**src/sv/b64_pkg.sv**
```systemverilog
// Shared types and constants of the base64 line decoder.
package b64_pkg;

  localparam logic [15:0] MAX_BYTES_RST = 16'd6200;

  // Depth of the queue between the front and the back.
  localparam int unsigned QDEPTH = 4;
  localparam int unsigned QPTR_W = $clog2(QDEPTH);
  localparam int unsigned QCNT_W = $clog2(QDEPTH + 1);

  // Result kinds, carried on the tuser bit of the result channel.
  localparam logic KIND_BYTE   = 1'b0;
  localparam logic KIND_REPORT = 1'b1;

  // Work for one accepted character: up to three decoded bytes and an
  // optional end-of-line report.
  typedef struct packed {
    logic        eol;
    logic [15:0] count;
    logic [2:0]  mask;
    logic [7:0]  b2;
    logic [7:0]  b1;
    logic [7:0]  b0;
  } entry_t;

endpackage

```
**src/sv/b64_front.sv**
```systemverilog
// Front part: accepts characters, tracks the quad and builds result entries.
module b64_front import b64_pkg::*; (
  input  logic        clk,
  input  logic        rst_n,
  input  logic        cfg_we,
  input  logic [15:0] cfg_wdata,
  input  logic        in_tvalid,
  output logic        in_tready,
  input  logic [7:0]  in_tdata,
  input  logic        in_tlast,
  input  logic        q_full,
  output logic        q_push,
  output entry_t      q_entry
);

  logic [5:0]  held_r [3];
  logic [5:0]  held_nxt [3];
  logic [2:0]  inv_r, inv_nxt;
  logic [1:0]  pos_r, pos_nxt;
  logic        halted_r, halted_nxt;
  logic [15:0] cnt_r, cnt_nxt;
  logic [15:0] max_r;

  logic        accept;
  logic [5:0]  v;
  logic        bad;
  logic        quad_done;
  logic        e0, e1, e2, k0, k1, k2;
  logic [15:0] c1, c2, c3;

  function automatic logic [6:0] map_char(input logic [7:0] c);
    // Returns {invalid, value}.
    if (c >= "A" && c <= "Z")      map_char = {1'b0, 6'(c - 8'd65)};
    else if (c >= "a" && c <= "z") map_char = {1'b0, 6'(c - 8'd97 + 8'd26)};
    else if (c >= "0" && c <= "9") map_char = {1'b0, 6'(c - 8'd48 + 8'd52)};
    else if (c == "+")             map_char = {1'b0, 6'd62};
    else if (c == "/")             map_char = {1'b0, 6'd63};
    else                           map_char = {1'b1, 6'd63};
  endfunction

  assign in_tready = !q_full;
  assign accept    = in_tvalid && in_tready;
  assign {bad, v}  = map_char(in_tdata);

  always_comb begin
    quad_done = !halted_r && (in_tdata != 8'd0) && (pos_r == 2'd3);
    e0 = quad_done && (inv_r[1:0] == 2'b00);
    e1 = e0 && !inv_r[2];
    e2 = e0 && !bad;
    // The byte limit is applied in order across the three candidates.
    k0 = e0 && (cnt_r < max_r);
    c1 = cnt_r + 16'(k0);
    k1 = e1 && (c1 < max_r);
    c2 = c1 + 16'(k1);
    k2 = e2 && (c2 < max_r);
    c3 = c2 + 16'(k2);

    held_nxt   = held_r;
    inv_nxt    = inv_r;
    pos_nxt    = pos_r;
    halted_nxt = halted_r;
    cnt_nxt    = c3;
    if (!halted_r) begin
      if (in_tdata == 8'd0) begin
        halted_nxt = 1'b1;
      end else if (pos_r != 2'd3) begin
        held_nxt[pos_r] = v;
        inv_nxt[pos_r]  = inv_r[pos_r] | bad;
        pos_nxt         = pos_r + 2'd1;
      end else begin
        pos_nxt = 2'd0;
        inv_nxt = 3'b000;
        if (inv_r[1:0] != 2'b00) halted_nxt = 1'b1;
      end
    end

    q_entry.b0    = {held_r[0], held_r[1][5:4]};
    q_entry.b1    = {held_r[1][3:0], held_r[2][5:2]};
    q_entry.b2    = {held_r[2][1:0], v};
    q_entry.mask  = {k2, k1, k0};
    q_entry.eol   = in_tlast;
    q_entry.count = c3;

    if (in_tlast) begin
      held_nxt[0] = 6'd0;
      held_nxt[1] = 6'd0;
      held_nxt[2] = 6'd0;
      inv_nxt     = 3'b000;
      pos_nxt     = 2'd0;
      halted_nxt  = 1'b0;
      cnt_nxt     = 16'd0;
    end
  end

  assign q_push = accept && (k0 || k1 || k2 || in_tlast);

  always_ff @(posedge clk) begin
    if (!rst_n) begin
      held_r[0] <= 6'd0;
      held_r[1] <= 6'd0;
      held_r[2] <= 6'd0;
      inv_r     <= 3'b000;
      pos_r     <= 2'd0;
      halted_r  <= 1'b0;
      cnt_r     <= 16'd0;
      max_r     <= MAX_BYTES_RST;
    end else begin
      if (cfg_we) max_r <= cfg_wdata;
      if (accept) begin
        held_r   <= held_nxt;
        inv_r    <= inv_nxt;
        pos_r    <= pos_nxt;
        halted_r <= halted_nxt;
        cnt_r    <= cnt_nxt;
      end
    end
  end

endmodule

```
**src/sv/b64_queue.sv**
```systemverilog
// Short queue of result entries between the front and the back.
module b64_queue import b64_pkg::*; (
  input  logic   clk,
  input  logic   rst_n,
  input  logic   push,
  input  entry_t push_entry,
  output logic   full,
  input  logic   pop,
  output logic   not_empty,
  output entry_t head
);

  entry_t              slot_r [QDEPTH];
  logic [QPTR_W-1:0]   wr_r, rd_r;
  logic [QCNT_W-1:0]   cnt_r;

  assign full      = (cnt_r == QCNT_W'(QDEPTH));
  assign not_empty = (cnt_r != '0);
  assign head      = slot_r[rd_r];

  always_ff @(posedge clk) begin
    if (push) slot_r[wr_r] <= push_entry;
  end

  always_ff @(posedge clk) begin
    if (!rst_n) begin
      wr_r  <= '0;
      rd_r  <= '0;
      cnt_r <= '0;
    end else begin
      if (push) wr_r <= (wr_r == QPTR_W'(QDEPTH - 1)) ? '0 : wr_r + QPTR_W'(1);
      if (pop)  rd_r <= (rd_r == QPTR_W'(QDEPTH - 1)) ? '0 : rd_r + QPTR_W'(1);
      cnt_r <= cnt_r + QCNT_W'(push) - QCNT_W'(pop);
    end
  end

  a_no_overfill: assert property (@(posedge clk) disable iff (!rst_n)
    full |-> !push) else $error("queue written while full");
  a_no_underrun: assert property (@(posedge clk) disable iff (!rst_n)
    pop |-> not_empty) else $error("queue read while empty");
  a_count_range: assert property (@(posedge clk) disable iff (!rst_n)
    cnt_r <= QCNT_W'(QDEPTH)) else $error("queue count out of range");

endmodule

```
**src/sv/b64_back.sv**
```systemverilog
// Back part: unpacks entries into single results behind an output register.
module b64_back import b64_pkg::*; (
  input  logic        clk,
  input  logic        rst_n,
  input  logic        q_not_empty,
  input  entry_t      q_head,
  output logic        q_pop,
  output logic        out_tvalid,
  input  logic        out_tready,
  output logic [23:0] out_tdata,
  output logic        out_tuser,
  output logic        out_tlast
);

  entry_t      cur_r, cur_nxt;
  logic        ov_r, ov_nxt;
  logic [23:0] od_r, od_nxt;
  logic        ou_r, ou_nxt;
  logic        ol_r, ol_nxt;
  logic        advance, busy;

  assign busy    = (cur_r.mask != 3'b000) || cur_r.eol;
  assign advance = !ov_r || out_tready;

  always_comb begin
    cur_nxt = cur_r;
    ov_nxt  = ov_r;
    od_nxt  = od_r;
    ou_nxt  = ou_r;
    ol_nxt  = ol_r;
    q_pop   = 1'b0;
    if (advance) begin
      ov_nxt = busy;
      if (cur_r.mask[0]) begin
        od_nxt          = {16'd0, cur_r.b0};
        ou_nxt          = KIND_BYTE;
        cur_nxt.mask[0] = 1'b0;
      end else if (cur_r.mask[1]) begin
        od_nxt          = {16'd0, cur_r.b1};
        ou_nxt          = KIND_BYTE;
        cur_nxt.mask[1] = 1'b0;
      end else if (cur_r.mask[2]) begin
        od_nxt          = {16'd0, cur_r.b2};
        ou_nxt          = KIND_BYTE;
        cur_nxt.mask[2] = 1'b0;
      end else begin
        od_nxt      = {cur_r.count, 8'd0};
        ou_nxt      = KIND_REPORT;
        cur_nxt.eol = 1'b0;
      end
      ol_nxt = (cur_nxt.mask == 3'b000) && !cur_nxt.eol;
    end
    // Refill once spent, so results flow every cycle unless out_tready stalls.
    if ((cur_nxt.mask == 3'b000) && !cur_nxt.eol && q_not_empty) begin
      q_pop   = 1'b1;
      cur_nxt = q_head;
    end
  end

  always_ff @(posedge clk) begin
    if (!rst_n) begin
      ov_r       <= 1'b0;
      cur_r.mask <= 3'b000;
      cur_r.eol  <= 1'b0;
    end else begin
      ov_r  <= ov_nxt;
      cur_r <= cur_nxt;
    end
    od_r <= od_nxt;
    ou_r <= ou_nxt;
    ol_r <= ol_nxt;
  end

  assign out_tvalid = ov_r;
  assign out_tdata  = od_r;
  assign out_tuser  = ou_r;
  assign out_tlast  = ol_r;

  a_report_last: assert property (@(posedge clk) disable iff (!rst_n)
    (out_tvalid && out_tuser == KIND_REPORT) |-> out_tlast)
    else $error("count report not marked last");
  a_report_no_byte: assert property (@(posedge clk) disable iff (!rst_n)
    (out_tvalid && out_tuser == KIND_REPORT) |-> out_tdata[7:0] == 8'd0)
    else $error("count report carries a data byte");
  a_byte_no_count: assert property (@(posedge clk) disable iff (!rst_n)
    (out_tvalid && out_tuser == KIND_BYTE) |-> out_tdata[23:8] == 16'd0)
    else $error("decoded byte carries a count");

endmodule

```
**src/sv/base64_line_decoder.sv**
```systemverilog
// Top level of the base64 line decoder: front, queue and back.
//
//  channel | direction | tdata                         | tuser | tlast
//  --------+-----------+-------------------------------+-------+-------------
//  in_     | slave     | [7:0] char_code               | -     | end_of_line
//  out_    | master    | [7:0] data_byte,              | kind  | last_of_run
//          |           | [23:8] byte_count             |       |
//  cfg_    | write     | cfg_wdata[15:0] max_bytes     | -     | -
//
// A character is taken on a handshake; the front decodes it and, when it
// causes any results, writes one entry into a four-deep queue.
// The back emits one result per cycle from the queue unless out_tready holds,
// and a character causes zero to four results, while a full quad of
// four characters never causes more than four results.
// Input ready drops only when the queue is full; the output register lets
// a new character be taken while a result waits for out_tready.
// Reset is synchronous and active low; max_bytes returns to 6200.
module base64_line_decoder import b64_pkg::*; (
  input  logic        clk,
  input  logic        rst_n,
  input  logic        cfg_we,
  input  logic [15:0] cfg_wdata,   // max_bytes
  input  logic        in_tvalid,
  output logic        in_tready,
  input  logic [7:0]  in_tdata,    // [7:0] char_code
  input  logic        in_tlast,    // end_of_line
  output logic        out_tvalid,
  input  logic        out_tready,
  output logic [23:0] out_tdata,   // [7:0] data_byte, [23:8] byte_count
  output logic        out_tuser,   // kind
  output logic        out_tlast    // last_of_run
);

  logic   q_push, q_full, q_pop, q_not_empty;
  entry_t q_in, q_head;

  // The front classifies each character transfer and tracks the line.
  b64_front u_front (
    .clk       (clk),
    .rst_n     (rst_n),
    .cfg_we    (cfg_we),
    .cfg_wdata (cfg_wdata),
    .in_tvalid (in_tvalid),
    .in_tready (in_tready),
    .in_tdata  (in_tdata),
    .in_tlast  (in_tlast),
    .q_full    (q_full),
    .q_push    (q_push),
    .q_entry   (q_in)
  );

  // The queue decouples a stalled output from the input side.
  b64_queue u_queue (
    .clk        (clk),
    .rst_n      (rst_n),
    .push       (q_push),
    .push_entry (q_in),
    .full       (q_full),
    .pop        (q_pop),
    .not_empty  (q_not_empty),
    .head       (q_head)
  );

  // The back turns each entry into its byte and report transfers.
  b64_back u_back (
    .clk         (clk),
    .rst_n       (rst_n),
    .q_not_empty (q_not_empty),
    .q_head      (q_head),
    .q_pop       (q_pop),
    .out_tvalid  (out_tvalid),
    .out_tready  (out_tready),
    .out_tdata   (out_tdata),
    .out_tuser   (out_tuser),
    .out_tlast   (out_tlast)
  );

endmodule
```
**config.mk**
```make
export PLATFORM = sky130hd
export DESIGN_NAME = base64_line_decoder
export DESIGN_NICKNAME = d
export VERILOG_FILES = /design/src/sv/b64_pkg.sv /design/src/sv/b64_front.sv /design/src/sv/b64_queue.sv /design/src/sv/b64_back.sv /design/src/sv/base64_line_decoder.sv
export SDC_FILE = /design/constraint.sdc
export NUM_CORES = 1
export LEC_CHECK = 0
export BUFFER_PORTS_ARGS = -buffer_cell sky130_fd_sc_hd__buf_2
export CAP_MARGIN = 20
export CORE_ASPECT_RATIO = 0.6
export CORE_MARGIN = 2
export CORE_UTILIZATION = 60
export CTS_CLUSTER_DIAMETER = 150
export DETAILED_ROUTE_END_ITERATION = 10
export PLACE_DENSITY = 0.76
export SYNTH_ARGS = -nofsm -noshare
export SYNTH_HDL_FRONTEND = slang
export SYNTH_SLANG_ARGS = --single-unit
```
**constraint.sdc**
```tcl
create_clock -name clk -period 13.5 [get_ports clk]
set_input_delay 3.375 -clock clk [delete_from_list [all_inputs] [get_ports clk]]
set_output_delay 3.375 -clock clk [all_outputs]
set_load 0.02 [all_outputs]
```
Yosys cells after proc, flatten, opt, wreduce, memory -nomap -nowiden
Memories as Yosys holds them, arrays and structs flattened. A register that Yosys moved wholly into a read port is not among the register bits.
Cells that the tools add are included.
{"block": "totals", "regBits": 134, "latch_bits": 0, "mem_bits_rw": 176, "rom_bits": 0, "inputBits": 30, "wordCells": 157, "memories": 1}
{"block": "op_classes", "add_sub_neg": 13, "multipliers": 0, "n_div": 0, "n_lt_le_gt_ge": 13, "n_eq_ne": 9, "shift": 0, "muxes": 53, "bitwise": 2, "reduce_logical": 44}
{"name": "u_queue.slot_r", "words": 4, "word_bits": 44, "rd": 1, "rd_ports_with_merged_regs": 1, "wr": 1, "line": "b64_queue.sv:13", "source": "entry_t slot_r [QDEPTH];"}
{"op": "$mux 18", "count": 4}
{"op": "$add 16x1->16", "count": 3}
{"op": "$lt 16x16->1", "count": 3}
{"op": "$mux 44", "count": 1}
{"op": "$mux 7", "count": 5}
{"op": "$mux 8", "count": 3}
{"op": "$mux 2", "count": 10}
{"op": "$bwmux 18", "count": 1}
{"op": "$logic_and 1x1->1", "count": 18}
{"op": "$mux 1", "count": 18}
{"op": "$eq 8x6->1 const B", "count": 2}
{"op": "$ge 8x7->1 const B", "count": 2}
{"op": "$le 8x7->1 const B", "count": 2}
{"op": "$mux 16", "count": 1}
{"op": "$mux 3", "count": 5}
{"op": "$demux 6 s2", "count": 1}
{"op": "$sub 6x6->6 const B", "count": 2}
{"op": "$ge 8x6->1 const B", "count": 1}
{"op": "$le 8x6->1 const B", "count": 1}
{"op": "$logic_not 8->1", "count": 1}
{"op": "$reduce_bool 8->1", "count": 1}
{"op": "$logic_not 1->1", "count": 7}
{"op": "$add 2x1->2 const B", "count": 3}
{"op": "$add 6x5->6 const B", "count": 1}
{"op": "27 further kinds", "count": 38}

Depth between registers and ports, before layout
Gate-level depths: netlist of the first run.
{"block": "depth", "ltp_word": 16, "ltp_mapped": 46, "ltp_nobuf": 44}

Hierarchy
Synthesis of the first run repeated with hierarchy kept, for this count alone.
{"block": "unflattened", "hier_cells": 1037, "hier_area_um2": 14533.9}
{"mod": "b64_queue", "instances": 1, "cells_per_inst": 274, "area_each_um2": 6866.6, "seq_area_each_um2": 5465.2}
{"mod": "b64_front", "instances": 1, "cells_per_inst": 610, "area_each_um2": 5103.6, "seq_area_each_um2": 1121.1}
{"mod": "b64_back", "instances": 1, "cells_per_inst": 153, "area_each_um2": 2563.7, "seq_area_each_um2": 2082.0}

Least setup slack after synthesis of the first run
Ideal clock, no wire load.
{"block": "synth_path", "kind": "in2reg", "startpoint": "input in_tdata[0]", "endpoint": "memory u_queue.slot_r[3][0] in the netlist's numbering, enable pin", "setup_time_ns": 0.406, "arrival_time_ns": 11.161, "t_required_ns": 13.094, "setup_slack_ns": 1.933, "cell_stages": 35, "path_buffers": 3, "cell_sequence": "inv_1 ha_1 nand4_1 nor2b_1 nand3_1 a2111oi_0 ha_1 ha_1 buf_2 nand4_1 xor2_1 inv_1 ha_1 a21oi_1 nor2b_1 o21ai_0 o2111ai_1 a21oi_1 ha_1 ha_1 inv_1 a211oi_4 and2_1 clkbuf_1 nand2_1 nor2_1 xnor2_1 ha_1 a21o_1 a21oi_1 o2111ai_1 a31oi_1 o41a_1 clkbuf_1 and2_1"}
{"item": "start: declaration", "line": "base64_line_decoder.sv:25", "source": "input logic [7:0] in_tdata,"}
{"item": "end: declaration", "line": "b64_queue.sv:13"}

==> metrics.txt, run 1 <==
# TYPE chip_impl_metric gauge
chip_impl_metric{name="core-area",unit="sq um"} 23200
chip_impl_info{name="worst_hold_path_startpoint",value="u_front.halted_r"} 1
chip_impl_metric{name="numClockSinks",unit=""} 312
chip_impl_metric{name="syn_nets",unit=""} 1155
chip_impl_metric{name="worst-r2r-setup-slack",unit="ns"} 3.29
chip_impl_metric{name="crit_arrival",unit="ns"} 12.61
chip_impl_metric{name="ant_diodes",unit=""} 0
chip_impl_metric{name="critPathMaxFanout",unit=""} 9
chip_impl_metric{name="r2r.worst_path.cells",unit=""} 38
chip_impl_info{name="dominantRegCellSynth",value="edfxtp_1"} 1
chip_impl_metric{name="finalHoldViolCount",unit=""} 0
chip_impl_metric{name="cpPeakStageDelay",unit="ns"} 0.52
chip_impl_metric{name="count_of_flip_flops_with_a_built_in_enable_after_synthesis",unit=""} 242
chip_impl_metric{name="std_cell_rows",unit=""} 43
chip_impl_metric{name="die_x",unit="microns"} 203
chip_impl_metric{name="swShare",unit="%"} 27.7
chip_impl_metric{name="post-route-min-period",unit="ns"} 12.28
chip_impl_metric{name="max_slew.worst_pin.slew",unit="ns"} 1.05
chip_impl_metric{name="drc",unit=""} 0
chip_impl_metric{name="cellPowerDensity",unit="nW/um^2"} 162
chip_impl_metric{name="htreeDepth",unit=""} 1
chip_impl_metric{name="route.vias.total",unit=""} 8731
chip_impl_metric{name="cts_made_buffers",unit=""} 28
chip_impl_info{name="worst_setup_path_end_kind",value="flip-flop"} 1
chip_impl_metric{name="maxCapViolations",unit=""} 0
chip_impl_metric{name="overall_routed_net_length",unit="mm"} 31.0
chip_impl_metric{name="dp.final_hpwl",unit="mm"} 21.3
chip_impl_metric{name="proportion_of_synthesized_flip_flops_having_asynchronous_set_or_reset",unit="%"} 0
chip_impl_metric{name="clk_transition_reported_paths",unit="ns"} 0.07
chip_impl_metric{name="num-nets-final",unit=""} 1204
chip_impl_metric{name="yosys_warnings",unit=""} 0
chip_impl_info{name="timing.rr.start",value="u_front.cnt_r[2]"} 1
chip_impl_metric{name="globalRouteTotalUtil",unit="%"} 25.6
chip_impl_metric{name="synth.distinct_cells",unit=""} 67
chip_impl_info{name="cp_slowest_cell",value="a31oi_1"} 1
chip_impl_metric{name="finalSetupViolCount",unit=""} 0
chip_impl_metric{name="die_height",unit="microns"} 124
chip_impl_metric{name="vdd_ir_drop_max",unit="mV"} 0.105
chip_impl_metric{name="power.internal",unit="mW"} 1.85
chip_impl_metric{name="antenna_left",unit=""} 0
chip_impl_metric{name="max-slew-margin-rel",unit="%"} 29.5
chip_impl_metric{name="hold_path_depth",unit=""} 1
chip_impl_metric{name="area_of_the_mapped_netlist",unit="sq um"} 14300
chip_impl_info{name="timing.rr.end",value="u_queue.slot_r[3][41]"} 1
chip_impl_metric{name="postSynthAreaPerCell",unit="sq um"} 13.6
chip_impl_metric{name="first_pass_grt_wire_length",unit="mm"} 47.9
chip_impl_metric{name="grt_antenna_before_repair",unit=""} 0
chip_impl_metric{name="io-pin-count",unit=""} 58
chip_impl_info{name="cts_root_buffer",value="clkbuf_16"} 1
chip_impl_info{name="result_of_the_run",value="finished, final reports clean"} 1
chip_impl_metric{name="timing_max_transition_violations_final",unit=""} 0
chip_impl_metric{name="avgViaCountPerCell",unit=""} 6.06
chip_impl_metric{name="post_synth_inst_count",unit=""} 1054
chip_impl_metric{name="min_period_over_period",unit="%"} 90.9
chip_impl_metric{name="clk-insertion-delay-late",unit="ns"} 0.57
chip_impl_metric{name="power.sequential.fraction",unit="%"} 49.7
chip_impl_metric{name="numPortBuffers",unit=""} 57
chip_impl_metric{name="area_enclosed_by_the_die_boundary",unit="sq um"} 25100
chip_impl_info{name="grt_setup_unrepaired",value="no"} 1
chip_impl_metric{name="total_leakage_power",unit="nW"} 5.80
chip_impl_info{name="hold_class",value="reg2reg"} 1
chip_impl_info{name="final_common_cell",value="edfxtp_1"} 1
chip_impl_metric{name="grt_start_max_net_pins",unit=""} 74
chip_impl_info{name="tritoncts_clock_tree",value="built"} 1
chip_impl_metric{name="drt_iter0_markers",unit=""} 999
chip_impl_metric{name="detailedRoute.firstPassIterationCount",unit=""} 5
chip_impl_metric{name="power.share.clock",unit="%"} 30.9
chip_impl_metric{name="maxClockFrequency",unit="GHz"} 0.0815
chip_impl_info{name="timing.critical_path.from_type",value="primary input"} 1
chip_impl_metric{name="clk_path_buf_depth",unit=""} 3
chip_impl_metric{name="cp_data_required_time",unit="ns"} 13.83
chip_impl_info{name="worst_path_most_repeated_cell",value="ha_1"} 1
chip_impl_metric{name="area_delta_synth_final",unit="%"} 10.8
chip_impl_metric{name="vias_in_the_first_global_route",unit=""} 8241
chip_impl_metric{name="detail_route.wl_per_cell",unit="microns"} 21.5
chip_impl_metric{name="place.gp.congestion",unit=""} 0.966
chip_impl_metric{name="synth_sequential_area_ratio",unit="%"} 60.7
chip_impl_info{name="worst-setup-path-type",value="in2reg"} 1
chip_impl_metric{name="final.setup_skew",unit="ns"} 0.0155
chip_impl_metric{name="layout-drive-gt1-share",unit="%"} 15.5
chip_impl_metric{name="tns",unit="ns"} 0
chip_impl_metric{name="globalRoute.totalOverflow",unit=""} 0
chip_impl_metric{name="start_util",unit="%"} 61.5
chip_impl_metric{name="pwr-share-comb",unit="%"} 19.4
chip_impl_metric{name="synth-seq-cells",unit=""} 312
chip_impl_info{name="layout.cells.most_common_list",value="242 x edfxtp_1, 69 x ha_1, 68 x nand2_1, 68 x dfxtp_1, 58 x o21ai_0"} 1
chip_impl_metric{name="switchingPower",unit="uW"} 709
chip_impl_info{name="timing.hold.worst_endpoint",value="u_front.halted_r"} 1
chip_impl_metric{name="finalCoreUtilization",unit="%"} 68.1
==> metal layers <==
| metal | track usage, % | up-vias | wire (microns) |
|---|---|---|---|
| met3 | 7.85 | 26 | 3450 |
| met5 | 0 | - | 0 |
| met2 | 34.2 | 405 | 12200 |
| li1 | - | 4033 | - |
| met1 | 41.4 | 4267 | 15000 |
| met4 | 3.97 | 0 | 268 |
==> critical path: cells and delay by family <==
| kind | cells | cell delay (ns) |
|---|---|---|
| buffers and inverters | 4 | 0.61 |
| AOI/OAI and AO/OA | 12 | 2.98 |
| and+or+nand+nor | 12 | 2.24 |
| adders and majority gates | 8 | 2.27 |
| xor gates and xnor gates | 3 | 1.12 |
==> worst max path at each step <==
stage,startpoint,endpoint,slack [ns],depth (start not counted)
after floorplan,in_tdata[0],u_queue.slot_r[3][0],1.93,35
after global placement,in_tdata[2],u_queue.slot_r[0][41],1.25,40
after detailed placement,in_tdata[2],u_queue.slot_r[3][41],0.76,40
after CTS,in_tdata[2],u_queue.slot_r[3][41],1.32,40
after global routing,in_tdata[2],u_queue.slot_r[3][41],0.15,40
final,in_tdata[2],u_queue.slot_r[3][41],1.22,39
==> power groups by stage <==
stage	registers [mW]	logic (mW)	clock network, mW
after detailed placement	1.29	0.500	0
after floorplan	1.30	0.331	0
after global routing	1.29	0.542	0.833
final	1.27	0.497	0.791
after global placement	1.29	0.488	0
after CTS	1.27	0.503	0.797
==> Yosys cell counts (18+ instances only) <==
| library cell | number | area, sq um |
|---|---|---|
| a21oi_1 | 28 | 140 |
| a22oi_1 | 18 | 135 |
| and2_1 | 51 | 319 |
| clkbuf_1 | 33 | 124 |
| dfxtp_1 | 70 | 1400 |
| edfxtp_1 | 242 | 7270 |
| ha_1 | 70 | 876 |
| inv_1 | 55 | 206 |
| mux2i_1 | 18 | 180 |
| mux4_2 | 44 | 991 |
| nand2_1 | 68 | 255 |
| nand3_1 | 29 | 145 |
| nand4_1 | 19 | 119 |
| nor2_1 | 23 | 86.3 |
| nor2b_1 | 41 | 257 |
| o21ai_0 | 58 | 290 |
| xnor2_1 | 29 | 254 |
==> sequential cells by signal, indices dropped and copies added, names as in the netlist, named ones only <==
signal / flops
u_back.out_tuser: 1
u_back.out_tvalid: 1
u_front.halted_r: 1
u_back.cur_r: 44
u_front.cnt_r: 16
u_front.q_entry: 18
u_front.pos_r: 2
u_queue.slot_r: 176
u_back.out_tlast: 1
u_front.inv_r: 3
u_queue.wr_r: 2
u_queue.rd_r: 2
u_queue.cnt_r: 3
u_front.max_r: 16
u_back.out_tdata: 24
==> per-stage QoR <==
step	worst slack (ns)	instance area, sq um	hold WS, ns	std cells	power, mW
global route	0.145	15800	0.527	1440	2.66
detailed placement	0.761	14900	0.488	1388	1.79
finish	1.22	15800	0.508	1440	2.56
CTS	1.32	15800	0.504	1440	2.57
global placement	1.25	14900	0.483	1388	1.77
floorplan	1.93	14300	0.453	1054	1.63
==> cell type report <==
cell class                 instances  area [sq um]
sequential                       312          8670
tap                              315           394
timing repair buffer              67           410
fill                            1647          7410
clock inverter                    11           128
clock buffer                      41           800
multi-input combinational        639          5220
inverter                          55           206
==> what timing repair did <==
item / in CTS / in global routing
hold buffers: 0 / 0
gates resized for setup: 0 / 1
endpoints found under the setup margin: 0 / 8
setup buffers: 0 / 0
==> cell families after synthesis <==
family          Yosys count  share of synthesized area, %
compound gates          176                          8.14
xor+xnor                 49                          3.16
fa+ha+maj                72                          6.34
buf+inv                 103                          2.85
flops                   312                          60.7
mux                      63                          8.28
simple gates            279                          10.6
Power figures use the tool's default switching activity.
==> inputs of run 2 (changes only) <==
ABC_CLOCK_PERIOD_IN_PS = 13500   (was default)
PLACE_DENSITY = 0.9   (was 0.76)
==> run 2 against run 1 <==
Worst hold slack got worse by 0.0011 ns. Critical path depth rose by 1. Combinational power rose by 5.6%. Clock power fell by 5.4%. Clock skew rose by 0.0041 ns. Cell count barely moved. Worst setup slack got worse by 0.54 ns. Die area did not move.
==> metrics.txt, run 2 (synthesis gave the netlist of run 1 again) <==
# TYPE chip_impl_metric gauge
chip_impl_metric{name="cp_data_required_time",unit="ns"} 14.00
chip_impl_metric{name="area_enclosed_by_the_die_boundary",unit="sq um"} 25100
chip_impl_metric{name="num-nets-final",unit=""} 1205
chip_impl_info{name="final_common_cell",value="edfxtp_1"} 1
chip_impl_info{name="cp_slowest_cell",value="a21oi_1"} 1
chip_impl_metric{name="globalRoute.totalOverflow",unit=""} 0
chip_impl_metric{name="cts.hold.buffers_added",unit=""} 0
chip_impl_metric{name="min_period_over_period",unit="%"} 94.9
chip_impl_metric{name="detail_route.wl_per_cell",unit="microns"} 23.2
chip_impl_metric{name="grt_start_max_net_pins",unit=""} 74
chip_impl_metric{name="io-pin-count",unit=""} 58
chip_impl_metric{name="htreeDepth",unit=""} 1
chip_impl_metric{name="max-slew-margin-rel",unit="%"} 28.1
chip_impl_info{name="worst-setup-path-type",value="in2reg"} 1
chip_impl_metric{name="first_pass_grt_wire_length",unit="mm"} 51.8
chip_impl_metric{name="timing_max_transition_violations_final",unit=""} 0
chip_impl_metric{name="maxCapViolations",unit=""} 0
chip_impl_metric{name="clk-insertion-delay-late",unit="ns"} 0.57
chip_impl_metric{name="drt_iter0_markers",unit=""} 1256
chip_impl_info{name="grt_setup_unrepaired",value="no"} 1
chip_impl_metric{name="final.setup_skew",unit="ns"} 0.0196
chip_impl_metric{name="die_height",unit="microns"} 124
chip_impl_metric{name="overall_routed_net_length",unit="mm"} 33.5
chip_impl_metric{name="clk_transition_reported_paths",unit="ns"} 0.07
chip_impl_metric{name="numClockSinks",unit=""} 312
chip_impl_info{name="worst_path_most_repeated_cell",value="ha_1"} 1
chip_impl_metric{name="dp.final_hpwl",unit="mm"} 22.9
chip_impl_metric{name="vdd_ir_drop_max",unit="mV"} 0.130
chip_impl_metric{name="std_cell_rows",unit=""} 43
chip_impl_metric{name="vias_in_the_first_global_route",unit=""} 8802
chip_impl_metric{name="route.vias.total",unit=""} 9119
chip_impl_metric{name="globalRouteTotalUtil",unit="%"} 27.7
chip_impl_metric{name="crit_arrival",unit="ns"} 13.31
chip_impl_metric{name="totalPowerFinal",unit="mW"} 2.55
chip_impl_metric{name="finalHoldViolCount",unit=""} 0
chip_impl_metric{name="maxClockFrequency",unit="GHz"} 0.0780
chip_impl_metric{name="total_leakage_power",unit="nW"} 5.80
chip_impl_metric{name="largest_register_ffs",unit=""} 176
chip_impl_metric{name="die_x",unit="microns"} 203
chip_impl_metric{name="number_of_gates_resized_after_cts",unit=""} 0
chip_impl_metric{name="layout-drive-gt1-share",unit="%"} 15.5
chip_impl_metric{name="nFillCells",unit=""} 1566
chip_impl_metric{name="cellPowerDensity",unit="nW/um^2"} 162
chip_impl_metric{name="worst-r2r-setup-slack",unit="ns"} 2.82
chip_impl_metric{name="core-area",unit="sq um"} 23200
chip_impl_metric{name="critPathMaxFanout",unit=""} 16
chip_impl_metric{name="start_util",unit="%"} 61.5
chip_impl_metric{name="cts_made_buffers",unit=""} 27
chip_impl_info{name="max_flop_register",value="u_queue.slot_r"} 1
chip_impl_metric{name="avgViaCountPerCell",unit=""} 6.33
chip_impl_metric{name="place.gp.congestion",unit=""} 0.961
chip_impl_info{name="worst_setup_path_end_kind",value="flip-flop"} 1
chip_impl_info{name="result_of_the_run",value="finished, final reports clean"} 1
chip_impl_metric{name="finalSetupViolCount",unit=""} 0
chip_impl_metric{name="fin_worst_hold_slack",unit="ns"} 0.506
chip_impl_info{name="hold_class",value="reg2reg"} 1
chip_impl_metric{name="max_slew.worst_pin.slew",unit="ns"} 1.07
chip_impl_metric{name="detailedRoute.firstPassIterationCount",unit=""} 5
chip_impl_metric{name="postCtsSetupBuffers",unit=""} 0
chip_impl_info{name="cts_root_buffer",value="clkbuf_16"} 1
chip_impl_metric{name="antenna_left",unit=""} 0
chip_impl_metric{name="area_delta_synth_final",unit="%"} 10.5
chip_impl_metric{name="clk_path_buf_depth",unit=""} 3
chip_impl_metric{name="numPortBuffers",unit=""} 57
chip_impl_info{name="tritoncts_clock_tree",value="built"} 1
chip_impl_metric{name="post-route-min-period",unit="ns"} 12.81
chip_impl_info{name="layout.cells.most_common_list",value="242 x edfxtp_1, 70 x ha_1, 68 x nand2_1, 68 x dfxtp_1, 58 x o21ai_0"} 1
chip_impl_metric{name="tns",unit="ns"} 0
chip_impl_metric{name="cpPeakStageDelay",unit="ns"} 0.69
chip_impl_metric{name="drc",unit=""} 0
chip_impl_info{name="timing.critical_path.from_type",value="primary input"} 1
chip_impl_metric{name="grt_antenna_before_repair",unit=""} 2
-- run 2: final timing paths --
kind,from,to,cells after the start
hold reg to reg,u_front.q_entry[22],u_queue.slot_r[1][22],0
setup reg to reg,u_front.cnt_r[2],u_front.cnt_r[14],39
setup / recovery,in_tdata[2],u_front.cnt_r[14],40
hold / removal,u_front.q_entry[22],u_queue.slot_r[1][22],0
-- run 2: cell type report --
type	instances	area, sq um	share of cell area [%]
diodes	1	2.50	0.0159
clock buffers	38	757	4.80
clock inverters	12	100	0.634
inverters	55	206	1.31
multi-input cells	639	5220	33.1
flip-flops and latches	312	8670	55.0
well taps	315	394	2.50
repair buffers	69	433	2.74
-- run 2: per-layer routing --
layer / share of wire [%] / vias up / GRT usage [%]
met5: 0.036 / - / 0
met3: 12 / 71 / 6.80
met4: 2.3 / 2 / 6.57
met1: 43 / 4423 / 41.3
li1: - / 4042 / -
met2: 43 / 581 / 41.4
-- run 2: worst max-delay path: cells and delay by family --
kind / cells / cell delay [ns]
buffers and inverters: 5 / 0.79
adder cells (fa/ha/maj): 9 / 2.96
AND/OR/NAND/NOR: 13 / 2.39
XOR/XNOR: 2 / 0.59
AO/OA/AOI/OAI: 11 / 3.21
-- run 2: stage by stage --
step                cells  util [%]  cell area (sq um)  worst slack (ns)
CTS                  1440      67.9              15800             0.999
finish               1441      67.9              15800             0.687
global placement     1389      64.1              14900              1.18
global route         1440      67.9              15800             0.144
detailed placement   1390      64.2              14900             0.538
floorplan            1054         -              14300              1.93
-- run 2: power breakdown --
| part | switching, mW | internal [mW] | total [mW] |
|---|---|---|---|
| clock network | 0.350 | 0.399 | 0.748 |
| registers | 0.0809 | 1.20 | 1.28 |
| logic | 0.301 | 0.224 | 0.525 |
| total | 0.731 | 1.82 | 2.55 |
